===== src/hdl/spp_pkg.sv =====
// Shared types and constants for the stream pattern patcher.
// Used by the window cell, the output buffer and the top level.
`timescale 1ns / 1ps

package spp_pkg;

  // Field widths of the configuration port and of the window state.
  localparam int unsigned CFG_IDX_W   = 3;
  localparam int unsigned CFG_DATA_W  = 64;
  localparam int unsigned LEN_W       = 5;
  localparam int unsigned TAG_W       = 5;
  localparam int unsigned PATCH_BYTES = 16;

  // Register indexes of the configuration port.
  localparam logic [CFG_IDX_W-1:0] CFG_PATTERN_LOW    = 3'd0;
  localparam logic [CFG_IDX_W-1:0] CFG_PATTERN_HIGH   = 3'd1;
  localparam logic [CFG_IDX_W-1:0] CFG_PATCH_LOW      = 3'd2;
  localparam logic [CFG_IDX_W-1:0] CFG_PATCH_HIGH     = 3'd3;
  localparam logic [CFG_IDX_W-1:0] CFG_PATTERN_LENGTH = 3'd4;
  localparam logic [CFG_IDX_W-1:0] CFG_PATCH_LENGTH   = 3'd5;

  // One result item on its way to the output.
  typedef struct packed {
    logic [7:0] out_byte;
    logic       was_replaced;
    logic       out_last;
  } out_item_t;

  // Controls broadcast from the sequencer to every window cell.
  typedef struct packed {
    logic             emit;     // oldest byte leaves, the chain shifts down
    logic             match;    // pattern found at the oldest slot
    logic [7:0]       in_byte;  // byte being written into the window
    logic [TAG_W-1:0] tag_new;  // patch tag carried by the arriving byte
    logic [LEN_W-1:0] plen;     // patch length in use
  } cell_ctrl_t;

endpackage


===== src/hdl/spp_if.sv =====
// Stream channel interfaces of the stream pattern patcher.
// Depends on spp_pkg for nothing but keeps the same widths as the package types.
`timescale 1ns / 1ps

// Input byte stream channel.
interface spp_in_if;
  logic       valid;
  logic       ready;
  logic [7:0] data_byte;
  logic       end_of_stream;

  modport source (output valid, output data_byte, output end_of_stream, input ready);
  modport sink   (input valid, input data_byte, input end_of_stream, output ready);
endinterface

// Patched byte stream channel.
interface spp_out_if;
  logic       valid;
  logic       ready;
  logic [7:0] out_byte;
  logic       was_replaced;
  logic       out_last;

  modport source (output valid, output out_byte, output was_replaced, output out_last,
                  input ready);
  modport sink   (input valid, input out_byte, input was_replaced, input out_last,
                  output ready);
endinterface


===== src/hdl/spp_cell.sv =====
// One slot of the search window: a held byte and its patch tag.
// Depends on spp_pkg for the broadcast control struct and the tag width.
`timescale 1ns / 1ps

module spp_cell #(
  parameter int unsigned INDEX = 0
) (
  input  logic                      clk,
  input  spp_pkg::cell_ctrl_t       ctrl,
  input  logic                      load,
  input  logic [7:0]                pattern_byte,
  input  logic [7:0]                up_byte,
  input  logic [spp_pkg::TAG_W-1:0] up_tag,
  output logic [7:0]                eff_byte,
  output logic [spp_pkg::TAG_W-1:0] eff_tag,
  output logic                      hit
);
  import spp_pkg::*;

  // A match tags this slot with patch byte INDEX, stored as INDEX + 1.
  localparam logic [TAG_W-1:0] SLOT_TAG = TAG_W'(INDEX + 1);

  logic [7:0]       held_byte;
  logic [TAG_W-1:0] held_tag;
  logic [TAG_W-1:0] pre_tag;

  // The arriving byte lands here when this is the first free slot.
  assign eff_byte = load ? ctrl.in_byte : held_byte;
  assign pre_tag  = load ? ctrl.tag_new : held_tag;

  // A new match overrides any older tag inside its patch span.
  assign eff_tag = (ctrl.match && (SLOT_TAG <= ctrl.plen)) ? SLOT_TAG : pre_tag;

  // Compare against the original byte, never the patched one.
  assign hit = (eff_byte == pattern_byte);

  // Take the upper neighbor's slot when the oldest byte leaves.
  always_ff @(posedge clk) begin
    if (ctrl.emit) begin
      held_byte <= up_byte;
      held_tag  <= up_tag;
    end else begin
      held_byte <= eff_byte;
      held_tag  <= pre_tag == eff_tag ? pre_tag : eff_tag;
    end
  end

endmodule


===== src/hdl/spp_out_buffer.sv =====
// Two-entry output buffer that decouples the window from the output channel.
// Depends on spp_pkg for the result item type and on spp_out_if.
`timescale 1ns / 1ps

module spp_out_buffer (
  input  logic               clk,
  input  logic               rst,
  input  logic               push,
  input  spp_pkg::out_item_t push_item,
  output logic               full,
  spp_out_if.source          out
);
  import spp_pkg::*;

  out_item_t  slots [2];
  logic       wr_ptr;
  logic       rd_ptr;
  logic [1:0] count;
  logic [1:0] count_next;
  logic       pop;

  assign pop  = out.valid && out.ready;
  assign full = (count == 2'd2);

  assign count_next = count + {1'b0, push} - {1'b0, pop};

  // Pointer and occupancy bookkeeping.
  always_ff @(posedge clk) begin
    if (rst) begin
      wr_ptr <= 1'b0;
      rd_ptr <= 1'b0;
      count  <= 2'd0;
    end else begin
      if (push) begin
        wr_ptr <= ~wr_ptr;
      end
      if (pop) begin
        rd_ptr <= ~rd_ptr;
      end
      count <= count_next;
    end
  end

  // Result storage.
  always_ff @(posedge clk) begin
    if (push) begin
      slots[wr_ptr] <= push_item;
    end
  end

  // The head entry drives the output channel.
  assign out.valid        = (count != 2'd0);
  assign out.out_byte     = slots[rd_ptr].out_byte;
  assign out.was_replaced = slots[rd_ptr].was_replaced;
  assign out.out_last     = slots[rd_ptr].out_last;

endmodule


===== src/hdl/stream_pattern_patcher.sv =====
// Top level of the stream pattern patcher: configuration, sequencing and the cell chain.
// Depends on spp_pkg, spp_if, spp_cell and spp_out_buffer.
//
//   channel          dir  transfer when          payload
//   byte_stream      in   valid && ready         data_byte, end_of_stream
//   patched_stream   out  valid && ready         out_byte, was_replaced, out_last
//   config write     in   write_enable           reg_index, write_data
//
// One byte is taken per cycle while the input is not held; a transfer that fills the window
// pushes the oldest byte into the two-entry output buffer at the same edge, and the buffer
// offers it from the next cycle. An end-of-stream byte holds the input while the flush drains
// the further bytes (up to MAX_PATTERN_BYTES - 1), and so does a window left fuller than a
// newly shortened pattern. Reset is synchronous and resets the configuration registers,
// the sequencer and the buffer; the window cells are not cleared, since every slot is written
// before it is read. A stalled output holds the input once both buffer entries are in use.
`timescale 1ns / 1ps

module stream_pattern_patcher #(
  parameter int unsigned MAX_PATTERN_BYTES = 16
) (
  input  logic                           clk,
  input  logic                           rst,
  spp_in_if.sink                         byte_stream,
  spp_out_if.source                      patched_stream,
  input  logic                           write_enable,
  input  logic [spp_pkg::CFG_IDX_W-1:0]  reg_index,
  input  logic [spp_pkg::CFG_DATA_W-1:0] write_data
);
  import spp_pkg::*;

  localparam int unsigned FW = $clog2(MAX_PATTERN_BYTES + 1);

  // Configuration registers.
  logic [63:0]      pattern_low;
  logic [63:0]      pattern_high;
  logic [63:0]      patch_low;
  logic [63:0]      patch_high;
  logic [LEN_W-1:0] pattern_length;
  logic [LEN_W-1:0] patch_length;

  // Sequencer state.
  logic [FW-1:0]    fill;
  logic [FW-1:0]    fill_next;
  logic [LEN_W-1:0] pending;
  logic [LEN_W-1:0] pending_next;
  logic [FW-1:0]    blocked;
  logic [FW-1:0]    blocked_next;
  logic             busy;
  logic             busy_next;
  logic             eos_hold;
  logic             eos_hold_next;

  logic [LEN_W-1:0] len_clamp;
  logic [FW-1:0]    len_eff;
  logic [LEN_W-1:0] plen;
  logic             accept;
  logic             buf_full;
  logic [FW-1:0]    fill_p;
  logic             emit;
  logic             eos_cur;
  logic             match;
  logic             emit_last;
  logic             pattern_hit;
  logic [LEN_W-1:0] pend_p;
  logic [TAG_W-1:0] tag_new;
  logic [127:0]     pattern_all;
  logic [127:0]     patch_all;
  logic [3:0]       patch_idx;
  cell_ctrl_t       ctrl;
  out_item_t        item;

  logic [7:0]       eff_byte [MAX_PATTERN_BYTES];
  logic [TAG_W-1:0] eff_tag  [MAX_PATTERN_BYTES];
  logic [MAX_PATTERN_BYTES-1:0] hit;
  logic [MAX_PATTERN_BYTES-1:0] need;
  logic [MAX_PATTERN_BYTES-1:0] load;

  // Register writes.
  always_ff @(posedge clk) begin
    if (rst) begin
      pattern_low    <= '0;
      pattern_high   <= '0;
      patch_low      <= '0;
      patch_high     <= '0;
      pattern_length <= LEN_W'(1);
      patch_length   <= '0;
    end else if (write_enable) begin
      unique case (reg_index)
        CFG_PATTERN_LOW:    pattern_low    <= write_data;
        CFG_PATTERN_HIGH:   pattern_high   <= write_data;
        CFG_PATCH_LOW:      patch_low      <= write_data;
        CFG_PATCH_HIGH:     patch_high     <= write_data;
        CFG_PATTERN_LENGTH: pattern_length <= write_data[LEN_W-1:0];
        CFG_PATCH_LENGTH:   patch_length   <= write_data[LEN_W-1:0];
        default: ;
      endcase
    end
  end

  assign pattern_all = {pattern_high, pattern_low};
  assign patch_all   = {patch_high, patch_low};

  // Lengths in use: the pattern length is held to 1..MAX, the patch length to 0..16.
  always_comb begin
    if (pattern_length == '0) begin
      len_clamp = LEN_W'(1);
    end else if (pattern_length > LEN_W'(MAX_PATTERN_BYTES)) begin
      len_clamp = LEN_W'(MAX_PATTERN_BYTES);
    end else begin
      len_clamp = pattern_length;
    end
    if (patch_length > LEN_W'(PATCH_BYTES)) begin
      plen = LEN_W'(PATCH_BYTES);
    end else begin
      plen = patch_length;
    end
  end

  assign len_eff = FW'(len_clamp);

  // Input transfers only when no step is still draining and the buffer has room.
  assign byte_stream.ready = !busy && !buf_full;
  assign accept            = byte_stream.valid && byte_stream.ready;
  assign fill_p            = accept ? FW'(fill + FW'(1)) : fill;

  // An arriving byte continues a pending patch tail.
  always_comb begin
    pend_p  = pending;
    tag_new = '0;
    if (accept && (pending != '0)) begin
      if (pending < plen) begin
        tag_new = TAG_W'(pending + LEN_W'(1));
        pend_p  = (LEN_W'(pending + LEN_W'(1)) >= plen) ? '0 : LEN_W'(pending + LEN_W'(1));
      end else begin
        pend_p = '0;
      end
    end
  end

  // Each cycle transfers a byte in (and maybe one out), drains one held byte, or does neither.
  always_comb begin
    if (accept) begin
      emit    = (fill_p >= len_eff) || byte_stream.end_of_stream;
      eos_cur = byte_stream.end_of_stream;
    end else begin
      emit    = busy && !buf_full;
      eos_cur = eos_hold;
    end
  end

  // Pattern compare over the slots the current length uses.
  for (genvar k = 0; k < MAX_PATTERN_BYTES; k++) begin : g_need
    assign need[k] = FW'(k) < len_eff;
    assign load[k] = accept && (fill == FW'(k));
  end

  assign pattern_hit = &(hit | ~need);
  assign match       = emit && (fill_p >= len_eff) && (blocked == '0) && pattern_hit;
  assign emit_last   = emit && eos_cur && (fill_p == FW'(1));

  // Controls for the cell chain.
  assign ctrl.emit    = emit;
  assign ctrl.match   = match;
  assign ctrl.in_byte = byte_stream.data_byte;
  assign ctrl.tag_new = tag_new;
  assign ctrl.plen    = plen;

  // Window cells, oldest byte in cell 0.
  for (genvar i = 0; i < MAX_PATTERN_BYTES; i++) begin : g_cell
    logic [7:0]       up_byte;
    logic [TAG_W-1:0] up_tag;

    if (i == MAX_PATTERN_BYTES - 1) begin : g_top
      assign up_byte = '0;
      assign up_tag  = '0;
    end else begin : g_mid
      assign up_byte = eff_byte[i+1];
      assign up_tag  = eff_tag[i+1];
    end

    spp_cell #(
      .INDEX(i)
    ) u_cell (
      .clk          (clk),
      .ctrl         (ctrl),
      .load         (load[i]),
      .pattern_byte (pattern_all[8*i +: 8]),
      .up_byte      (up_byte),
      .up_tag       (up_tag),
      .eff_byte     (eff_byte[i]),
      .eff_tag      (eff_tag[i]),
      .hit          (hit[i])
    );
  end

  // The leaving byte takes its patch byte from the registers as it goes.
  assign patch_idx         = 4'(eff_tag[0] - TAG_W'(1));
  assign item.was_replaced = (eff_tag[0] != '0);
  assign item.out_byte     = item.was_replaced ? patch_all[{patch_idx, 3'b000} +: 8]
                                               : eff_byte[0];
  assign item.out_last     = emit_last;

  // Next sequencer state.
  always_comb begin
    fill_next = emit ? FW'(fill_p - FW'(1)) : fill_p;

    if (match) begin
      pending_next = (plen > LEN_W'(fill_p)) ? LEN_W'(fill_p) : '0;
      blocked_next = FW'(len_eff - FW'(1));
    end else begin
      pending_next = pend_p;
      blocked_next = (emit && (blocked != '0)) ? FW'(blocked - FW'(1)) : blocked;
    end

    if (emit) begin
      busy_next     = !emit_last && ((fill_next >= len_eff) || eos_cur);
      eos_hold_next = eos_cur && !emit_last;
    end else begin
      busy_next     = busy;
      eos_hold_next = eos_hold;
    end

    // The final byte of a stream returns the search state to its reset value.
    if (emit_last) begin
      pending_next = '0;
      blocked_next = '0;
    end
  end

  always_ff @(posedge clk) begin
    if (rst) begin
      fill     <= '0;
      pending  <= '0;
      blocked  <= '0;
      busy     <= 1'b0;
      eos_hold <= 1'b0;
    end else begin
      fill     <= fill_next;
      pending  <= pending_next;
      blocked  <= blocked_next;
      busy     <= busy_next;
      eos_hold <= eos_hold_next;
    end
  end

  // Output buffer.
  spp_out_buffer u_out_buffer (
    .clk       (clk),
    .rst       (rst),
    .push      (emit),
    .push_item (item),
    .full      (buf_full),
    .out       (patched_stream)
  );

  // A byte never leaves the window into a full buffer.
  a_emit_room: assert property (@(posedge clk) disable iff (rst)
    emit |-> !buf_full)
    else $error("window emitted while the output buffer was full");

  // The last byte of a stream leaves the sequencer empty and idle.
  a_stream_close: assert property (@(posedge clk) disable iff (rst)
    emit_last |=> (fill == '0) && (pending == '0) && (blocked == '0) && !busy)
    else $error("search state not cleared after end of stream");

  // A match blocks the start positions that lie inside it.
  a_match_block: assert property (@(posedge clk) disable iff (rst)
    match && !emit_last |=> blocked == FW'($past(len_eff) - FW'(1)))
    else $error("match did not block the following start positions");

endmodule


===== src/flat_wrapper.sv =====
// flat-port wrapper written by rule: the top's interface ports become plain ports
module stream_pattern_patcher_flat import spp_pkg::*;
#(
  parameter int unsigned MAX_PATTERN_BYTES = 16
)
  (clk, rst, write_enable, reg_index, write_data, byte_stream_valid, byte_stream_data_byte, byte_stream_end_of_stream, byte_stream_ready, patched_stream_valid, patched_stream_out_byte, patched_stream_was_replaced, patched_stream_out_last, patched_stream_ready);
  spp_in_if byte_stream_i ();
  spp_out_if patched_stream_i ();
  input  logic clk;
  input  logic rst;
  input  logic write_enable;
  input  logic [spp_pkg::CFG_IDX_W-1:0] reg_index;
  input  logic [spp_pkg::CFG_DATA_W-1:0] write_data;
  input wire logic [$bits(byte_stream_i.valid)-1:0] byte_stream_valid;
  input wire logic [$bits(byte_stream_i.data_byte)-1:0] byte_stream_data_byte;
  input wire logic [$bits(byte_stream_i.end_of_stream)-1:0] byte_stream_end_of_stream;
  output wire logic [$bits(byte_stream_i.ready)-1:0] byte_stream_ready;
  output wire logic [$bits(patched_stream_i.valid)-1:0] patched_stream_valid;
  output wire logic [$bits(patched_stream_i.out_byte)-1:0] patched_stream_out_byte;
  output wire logic [$bits(patched_stream_i.was_replaced)-1:0] patched_stream_was_replaced;
  output wire logic [$bits(patched_stream_i.out_last)-1:0] patched_stream_out_last;
  input wire logic [$bits(patched_stream_i.ready)-1:0] patched_stream_ready;
  assign byte_stream_i.valid = byte_stream_valid;
  assign byte_stream_i.data_byte = byte_stream_data_byte;
  assign byte_stream_i.end_of_stream = byte_stream_end_of_stream;
  assign byte_stream_ready = byte_stream_i.ready;
  assign patched_stream_valid = patched_stream_i.valid;
  assign patched_stream_out_byte = patched_stream_i.out_byte;
  assign patched_stream_was_replaced = patched_stream_i.was_replaced;
  assign patched_stream_out_last = patched_stream_i.out_last;
  assign patched_stream_i.ready = patched_stream_ready;
  stream_pattern_patcher #(.MAX_PATTERN_BYTES(MAX_PATTERN_BYTES)) u_core (.clk(clk), .rst(rst), .byte_stream(byte_stream_i), .patched_stream(patched_stream_i), .write_enable(write_enable), .reg_index(reg_index), .write_data(write_data));
endmodule

===== config.mk =====
export PLATFORM = sky130hd
export DESIGN_NAME = stream_pattern_patcher_flat
export DESIGN_NICKNAME = d
export VERILOG_FILES = /design/src/hdl/spp_pkg.sv /design/src/hdl/spp_if.sv /design/src/hdl/spp_cell.sv /design/src/hdl/spp_out_buffer.sv /design/src/hdl/stream_pattern_patcher.sv /design/src/flat_wrapper.sv
export SDC_FILE = /design/constraint.sdc
export NUM_CORES = 1
export LEC_CHECK = 0
export BUFFER_PORTS_ARGS = -buffer_cell sky130_fd_sc_hd__buf_4
export CAP_MARGIN = 20
export CORE_ASPECT_RATIO = 2
export CORE_MARGIN = 4
export CORE_UTILIZATION = 56
export DETAILED_ROUTE_END_ITERATION = 10
export HOLD_SLACK_MARGIN = 0.02
export PLACE_DENSITY = 0.73
export RECOVER_POWER = 50
export SETUP_SLACK_MARGIN = 0.1
export SYNTH_ARGS = -nofsm -noshare
export SYNTH_HDL_FRONTEND = slang
export SYNTH_SLANG_ARGS = --single-unit

===== constraint.sdc =====
create_clock -name clk -period 8.85 [get_ports clk]
set_clock_uncertainty 0.1 [all_clocks]
set_input_delay 0.885 -clock clk [delete_from_list [all_inputs] [get_ports clk]]
set_output_delay 0.885 -clock clk [all_outputs]
set_load 0.1 [all_outputs]

# ---- Word level (Yosys, flattened, before mapping)
# Memory sizes are Yosys's and may differ from the RTL's. A register that Yosys moved wholly into a read port is not among the register bits.
# Index checks and enable logic that the tools add are counted.
dict set report word_totals {
  elab_cells 336
  in_bits 81
  mem_bits_rw 20
  memories 1
  regBits 495
  out_inout_bits 12
}
# name depth width read_ports rd_clocked_by_memory_dff write_ports line_no
set memory_table {}
lappend memory_table {u_core.u_out_buffer.slots 2 10 1 1 1 spp_out_buffer.sv:15} ;# out_item_t slots [2];
dict set report op_classes {
  n_eq_ne 54
  shift 1
  bitwise 4
  reduce_logical 68
  n_addsub 8
  magnitude_cmp 39
  mux 115
}
# cell count
set ops {}
lappend ops {{$mux 5} 77}
lappend ops {{$mux 8} 32}
lappend ops {{$eq 8x8->1} 16}
lappend ops {{$shiftx 128x8->8} 1}
lappend ops {{$eq 5x5->1} 16}
lappend ops {{$logic_and 1x1->1} 45}
lappend ops {{$eq 5x4->1 const B} 8}
lappend ops {{$le 4x5->1 const A} 8}
lappend ops {{$lt 4x5->1 const A} 8}
lappend ops {{$eq 5x3->1 const B} 4}
lappend ops {{$le 3x5->1 const A} 4}
lappend ops {{$lt 3x5->1 const A} 4}
lappend ops {{$not 16->16} 1}
lappend ops {{$or 16x16->16} 1}
lappend ops {{$reduce_and 16->1} 1}
lappend ops {{$ge 5x5->1} 3}
lappend ops {{$logic_not 5->1} 3}
lappend ops {{$reduce_bool 5->1} 3}
lappend ops {{$sub 5x1->5 const B} 3}
lappend ops {{$reduce_and 2->1} 6}
lappend ops {{$add 5x1->5 const B} 2}
lappend ops {{$eq 5x1->1 const B} 2}
lappend ops {{$eq 5x2->1 const B} 2}
lappend ops {{$gt 5x5->1 const B} 2}
lappend ops {{other kinds (21)} 37}

# ---- Longest topological paths before layout
dict set report depth {
  ltp_word 16
  ltp_mapped 32
  depth_no_buf 24
}

# ---- Cells and area by module
# From an unflattened synthesis, not the netlist that was laid out.
dict set report hier_totals {
  hier_cells 2628
  area_unflattened_um2 24866.3
}
# mod area_each_um2 instances seq_area_each_um2 cells_per_inst
set modules_own_cells {}
lappend modules_own_cells {stream_pattern_patcher 12419.4 1 5665.4 1550}
lappend modules_own_cells {spp_out_buffer 960.9 1 700.7 54}
lappend modules_own_cells {{spp_cell at u_core.g_cell[10].u_cell} 757.0 1 260.2 71}
lappend modules_own_cells {{spp_cell at u_core.g_cell[2].u_cell} 733.2 1 260.2 64}
lappend modules_own_cells {{spp_cell at u_core.g_cell[12].u_cell} 724.4 1 260.2 59}
lappend modules_own_cells {{spp_cell at u_core.g_cell[4].u_cell} 723.2 1 260.2 64}
lappend modules_own_cells {{spp_cell at u_core.g_cell[5].u_cell} 721.9 1 260.2 65}
lappend modules_own_cells {{spp_cell at u_core.g_cell[11].u_cell} 720.7 1 260.2 65}
lappend modules_own_cells {{spp_cell at u_core.g_cell[8].u_cell} 720.7 1 260.2 64}
lappend modules_own_cells {{spp_cell at u_core.g_cell[9].u_cell} 719.4 1 260.2 64}
lappend modules_own_cells {{spp_cell at u_core.g_cell[13].u_cell} 716.9 1 260.2 63}
lappend modules_own_cells {{spp_cell at u_core.g_cell[7].u_cell} 716.9 1 260.2 64}
lappend modules_own_cells {{spp_cell at u_core.g_cell[15].u_cell} 715.7 1 260.2 64}
lappend modules_own_cells {{spp_cell at u_core.g_cell[6].u_cell} 715.7 1 260.2 63}
lappend modules_own_cells {{4 more rows} - - - -}

# ---- Worst setup path before layout
# OpenSTA, ideal clock, no wires.
dict set report synth_timing {
  path_kind {input to register}
  startpoint {input port byte_stream_valid}
  endpoint {memory u_core.u_out_buffer.slots[0][4] (netlist name), data pin}
  t_required_ps 8482
  slack_ps 2689
  stages 27
  t_arrival_ps 5792
  n_path_buf 7
  setup_time_ps 268
  path_cell_list {buf_4 > nor2b_1 > and2_1 > buf_2 > nand4_1 > xor2_1 > inv_1 > ha_1 > o21ai_0 > a21o_1 > a21oi_1 > nand4b_1 > a2111oi_2 > and3_1 > and4_1 > buf_4 > nor2_4 > buf_6 > buf_2 > ha_1 > clkbuf_1 > clkinv_1 > clkbuf_1 > a2111oi_0 > a21oi_1 > a31oi_1 > nand3_1}
}
# element line_no
set synth_lines {}
lappend synth_lines {{start, declared} flat_wrapper.sv:14} ;# input wire logic [$bits(byte_stream_i.valid)-1:0] byte_stream_valid;
lappend synth_lines {{end, declared} spp_out_buffer.sv:15}

==> impl_metrics.toml <==
[synthesis]
synthFlopType = "dfxtp_1"
synth_edf_count = 20
synthArstFlopShare_pct = 0
synthDistinctLibCells = 80
yosysSeqAreaShare_pct = 40.0
synth.cell_area_sq_mm = 0.0263
avgSynthCellArea_sq_um = 7.60
yosys-top-cells-area = "dfxtp_1 (38%), nand2_1 (9.9%), a21oi_1 (7.1%), nor2_1 (6.0%), o22ai_1 (5.2%)"
yosys.area.top_type = "dfxtp_1"
synthesis.nets = 3584
ys_warn_count = 0
ys_ff_latch = 516
synth_top_area_share_pct = 37.7
postSynthCellCount = 3462

[clock_network]
worst_skew_pair.late_latency_ns = 0.61
cts_resized = 0
cts_sinks = 516
htree_num_levels = 2
cts_buffer_depth = 3
postCtsSetupRepairBufs = 0
holdBufCountCts = 0
clockRootBuffer = "clkbuf_16"
numCtsBuffers = 46
cts_tree = "built"
path_clk_slew_ns = 0.07

[timing]
fin_setup_tns_ns = 0
slew-limit-headroom_pct = -130
fin_crit_sh_pct = 85.9
final-hold-violation-count = 0
rsz0062_at_grt = "no"
setup_viol = 0
fmax_mhz = 132
min_period_ns = 7.60
finalMaxSlewViolations = 260
worst_slew_pin_slew_ns = 3.45

[floorplanning]
initial_core_util_pct = 56.6
boundaryPins = 93
rows = 112
die_h_microns = 315
fp.dieW_microns = 161
coreArea_sq_mm = 0.0465
dieArea_sq_mm = 0.0507

[final_layout]
antenna_cells = 0
nNetsFinal = 3539
synthToLayoutAreaGrowth_pct = 9.52
seq_area_sq_mm = 0.0105
layout-drive-gt1-share_pct = 8.54
fillers = 4281
multi_input_area_sq_mm = 0.0144

[drt]
vias = 26800
drc = 0
firstDrtPassIters = 6
drt_wl_total_microns = 110000
drt_iter0_drc = 2917
ant_nets = 0
routedWlPerCell_microns = 27.0
vias_per_cell = 6.56

[critical_path]
end_kind = "register"
cp-start-kind = "register"
cp.arrival_ns = 7.97
cp.required_ns = 9.22
worstPathMaxFanout = 27
crit_type = "reg -> reg"

[place]
dp_hpwl_microns = 81000
io_buffers = 92
place_congestion = 1.05

[global_route]
use_met3_pct = 7.47
use_met2_pct = 71.6
antenna_found_initial = 0
grt_pass1_wl_microns = 161000
grt_usage_pct = 42.1
use_met1_pct = 41.8
grt-busiest-layer = "met2"
grt_pass1_vias = 26100
grt_max_degree = 102
grt.overflow.total = 0

[pwr]
p_leak_nw = 11.0
p_total_mw = 9.02
power.density_mw_per_mm2 = 313
vdd_ir_drop_max_v = 0.000202

[worst_hold_path]
min_path_type = "reg -> reg"

[status]
status = "finished with violations"
violations = "capacitance limit, slew limit"

[flow_run]
cap_violations = 4
==> cells in the mapped netlist, types with 22 or more instances <==
cell	number
a211oi_1	36
a21oi_1	372
buf_2	28
clkbuf_1	188
dfxtp_1	496
ha_1	41
inv_1	134
mux2_2	40
mux2i_1	93
nand2_1	696
nand2b_1	24
nand3_1	37
nand4_1	30
nor2_1	421
nor2b_1	32
nor3_1	69
nor4_1	22
o21ai_0	74
o22ai_1	217
o31ai_1	22
xnor2_1	29
xor2_1	22
==> worst max-delay path, cell delays in order, from the launching register on <==
cell and delay [ns]:
dfxtp_1 0.54, nor2b_1 0.53, nand3_1 0.50, buf_4 0.36, mux2i_1 0.15, o22ai_1 0.11, a311oi_1 0.25, nand4_1 0.47
a2111oi_1 1.18, and4_1 0.53, nor2_4 0.24, ha_1 0.38, clkinv_1 0.57, nand2_1 0.50, o22ai_1 0.14, a221oi_1 0.58
a211oi_1 0.17, nand4_1 0.15
==> power by group <==
part           total [mW]  internal (mW)  switching, mW
Combinational        3.53           1.17           2.35
Sequential           3.40           2.85          0.549
Clock                2.09           1.13          0.962
Total                9.02           5.15           3.86
==> final timing paths <==
kind | end | slack, ns | startpoint | cells past startpoint
worst max-delay path | u_core.u_out_buffer.slots[0][7] | 1.25 | u_core.fill[3] | 17
worst min-delay path | u_core.patch_low[39] | 0.35 | u_core.patch_low[39] | 2
worst max register to register | u_core.u_out_buffer.slots[0][7] | 1.25 | u_core.fill[3] | 17
worst min register to register | u_core.patch_low[39] | 0.35 | u_core.patch_low[39] | 2
==> cells by family (layout without fill, tap and decap cells) <==
family	count (synthesis)	in the layout	synth area share, %
flip-flops	516	516	40.0
buffers and inverters	378	370	5.65
multiplexers	159	159	6.70
adder cells (fa/ha/maj)	41	41	1.95
AO/OA/AOI/OAI	901	901	21.0
AND/OR/NAND/NOR	1416	1416	23.0
XOR/XNOR	51	51	1.70
==> layout by cell type, fill, tap and decap left out, types with 12 or more instances in the layout <==
| cell type | n |
|---|---|
| mux2_2 | 35 |
| nand4_1 | 30 |
| nand3_1 | 36 |
| and2_1 | 15 |
| buf_4 | 137 |
| or3_1 | 20 |
| nor2b_1 | 31 |
| o221ai_1 | 12 |
| edfxtp_1 | 20 |
| nor3_1 | 68 |
| xnor2_1 | 29 |
| dfxtp_1 | 496 |
| clkbuf_16 | 48 |
| a211oi_1 | 36 |
| a21oi_1 | 372 |
| nand2_1 | 694 |
| a22oi_1 | 12 |
| ha_1 | 41 |
| clkbuf_1 | 16 |
| inv_1 | 134 |
| o21ai_0 | 74 |
| a2111oi_0 | 15 |
| nor2_1 | 420 |
| clkbuf_8 | 13 |
| o31ai_1 | 22 |
| nand2b_1 | 24 |
| o211ai_1 | 16 |
| mux2_1 | 23 |
| a31oi_1 | 20 |
| nor4_1 | 22 |
| o22ai_1 | 217 |
| xor2_1 | 22 |
| mux2i_1 | 93 |
==> flip-flops by register name, summed over array words and instances, names as in the netlist, 2 cells and up, named ones only <==
| register | cells |
|---|---|
| u_core.patch_length | 5 |
| u_core.pattern_length | 5 |
| u_core.patch_low | 64 |
| u_core.u_out_buffer.count | 2 |
| u_core.u_out_buffer.slots | 20 |
| u_core.pattern_high | 64 |
| u_core.pattern_low | 64 |
| u_core.pending | 5 |
| u_core.g_cell.u_cell.held_tag | 80 |
| u_core.blocked | 5 |
| u_core.g_cell.u_cell.held_byte | 128 |
| u_core.fill | 5 |
| u_core.patch_high | 64 |
==> layout make-up <==
cell class                 instances  area share, %
timing repair buffer             148           3.79
multi-input combinational       2568           49.8
tap                              627           2.72
sequential                       516           36.5
clock inverter                    17          0.491
clock buffer                      68           4.85
inverter                         137           1.79
==> metrics by stage <==
stage	area, sq um	hold slack [ns]	worst slack (ns)	std cells	util [%]
2_1_floorplan	26300	0.332	2.69	3462	-
3_3_place_gp	27300	0.339	1.42	3994	58.7
3_5_place_dp	27300	0.345	1.32	3995	58.7
4_1_cts	28800	0.354	1.61	4080	62.0
5_1_grt	28800	0.369	1.16	4081	61.9
6_report	28800	0.354	1.25	4081	61.9
==> metal layers <==
| metal | wire [microns] | share of wire (%) |
|---|---|---|
| met2 | 52600 | 48 |
| met4 | 14300 | 13 |
| met1 | 34900 | 32 |
| met3 | 8340 | 7.6 |
| met5 | 0 | 0 |
(Power assumes the default switching activity.)
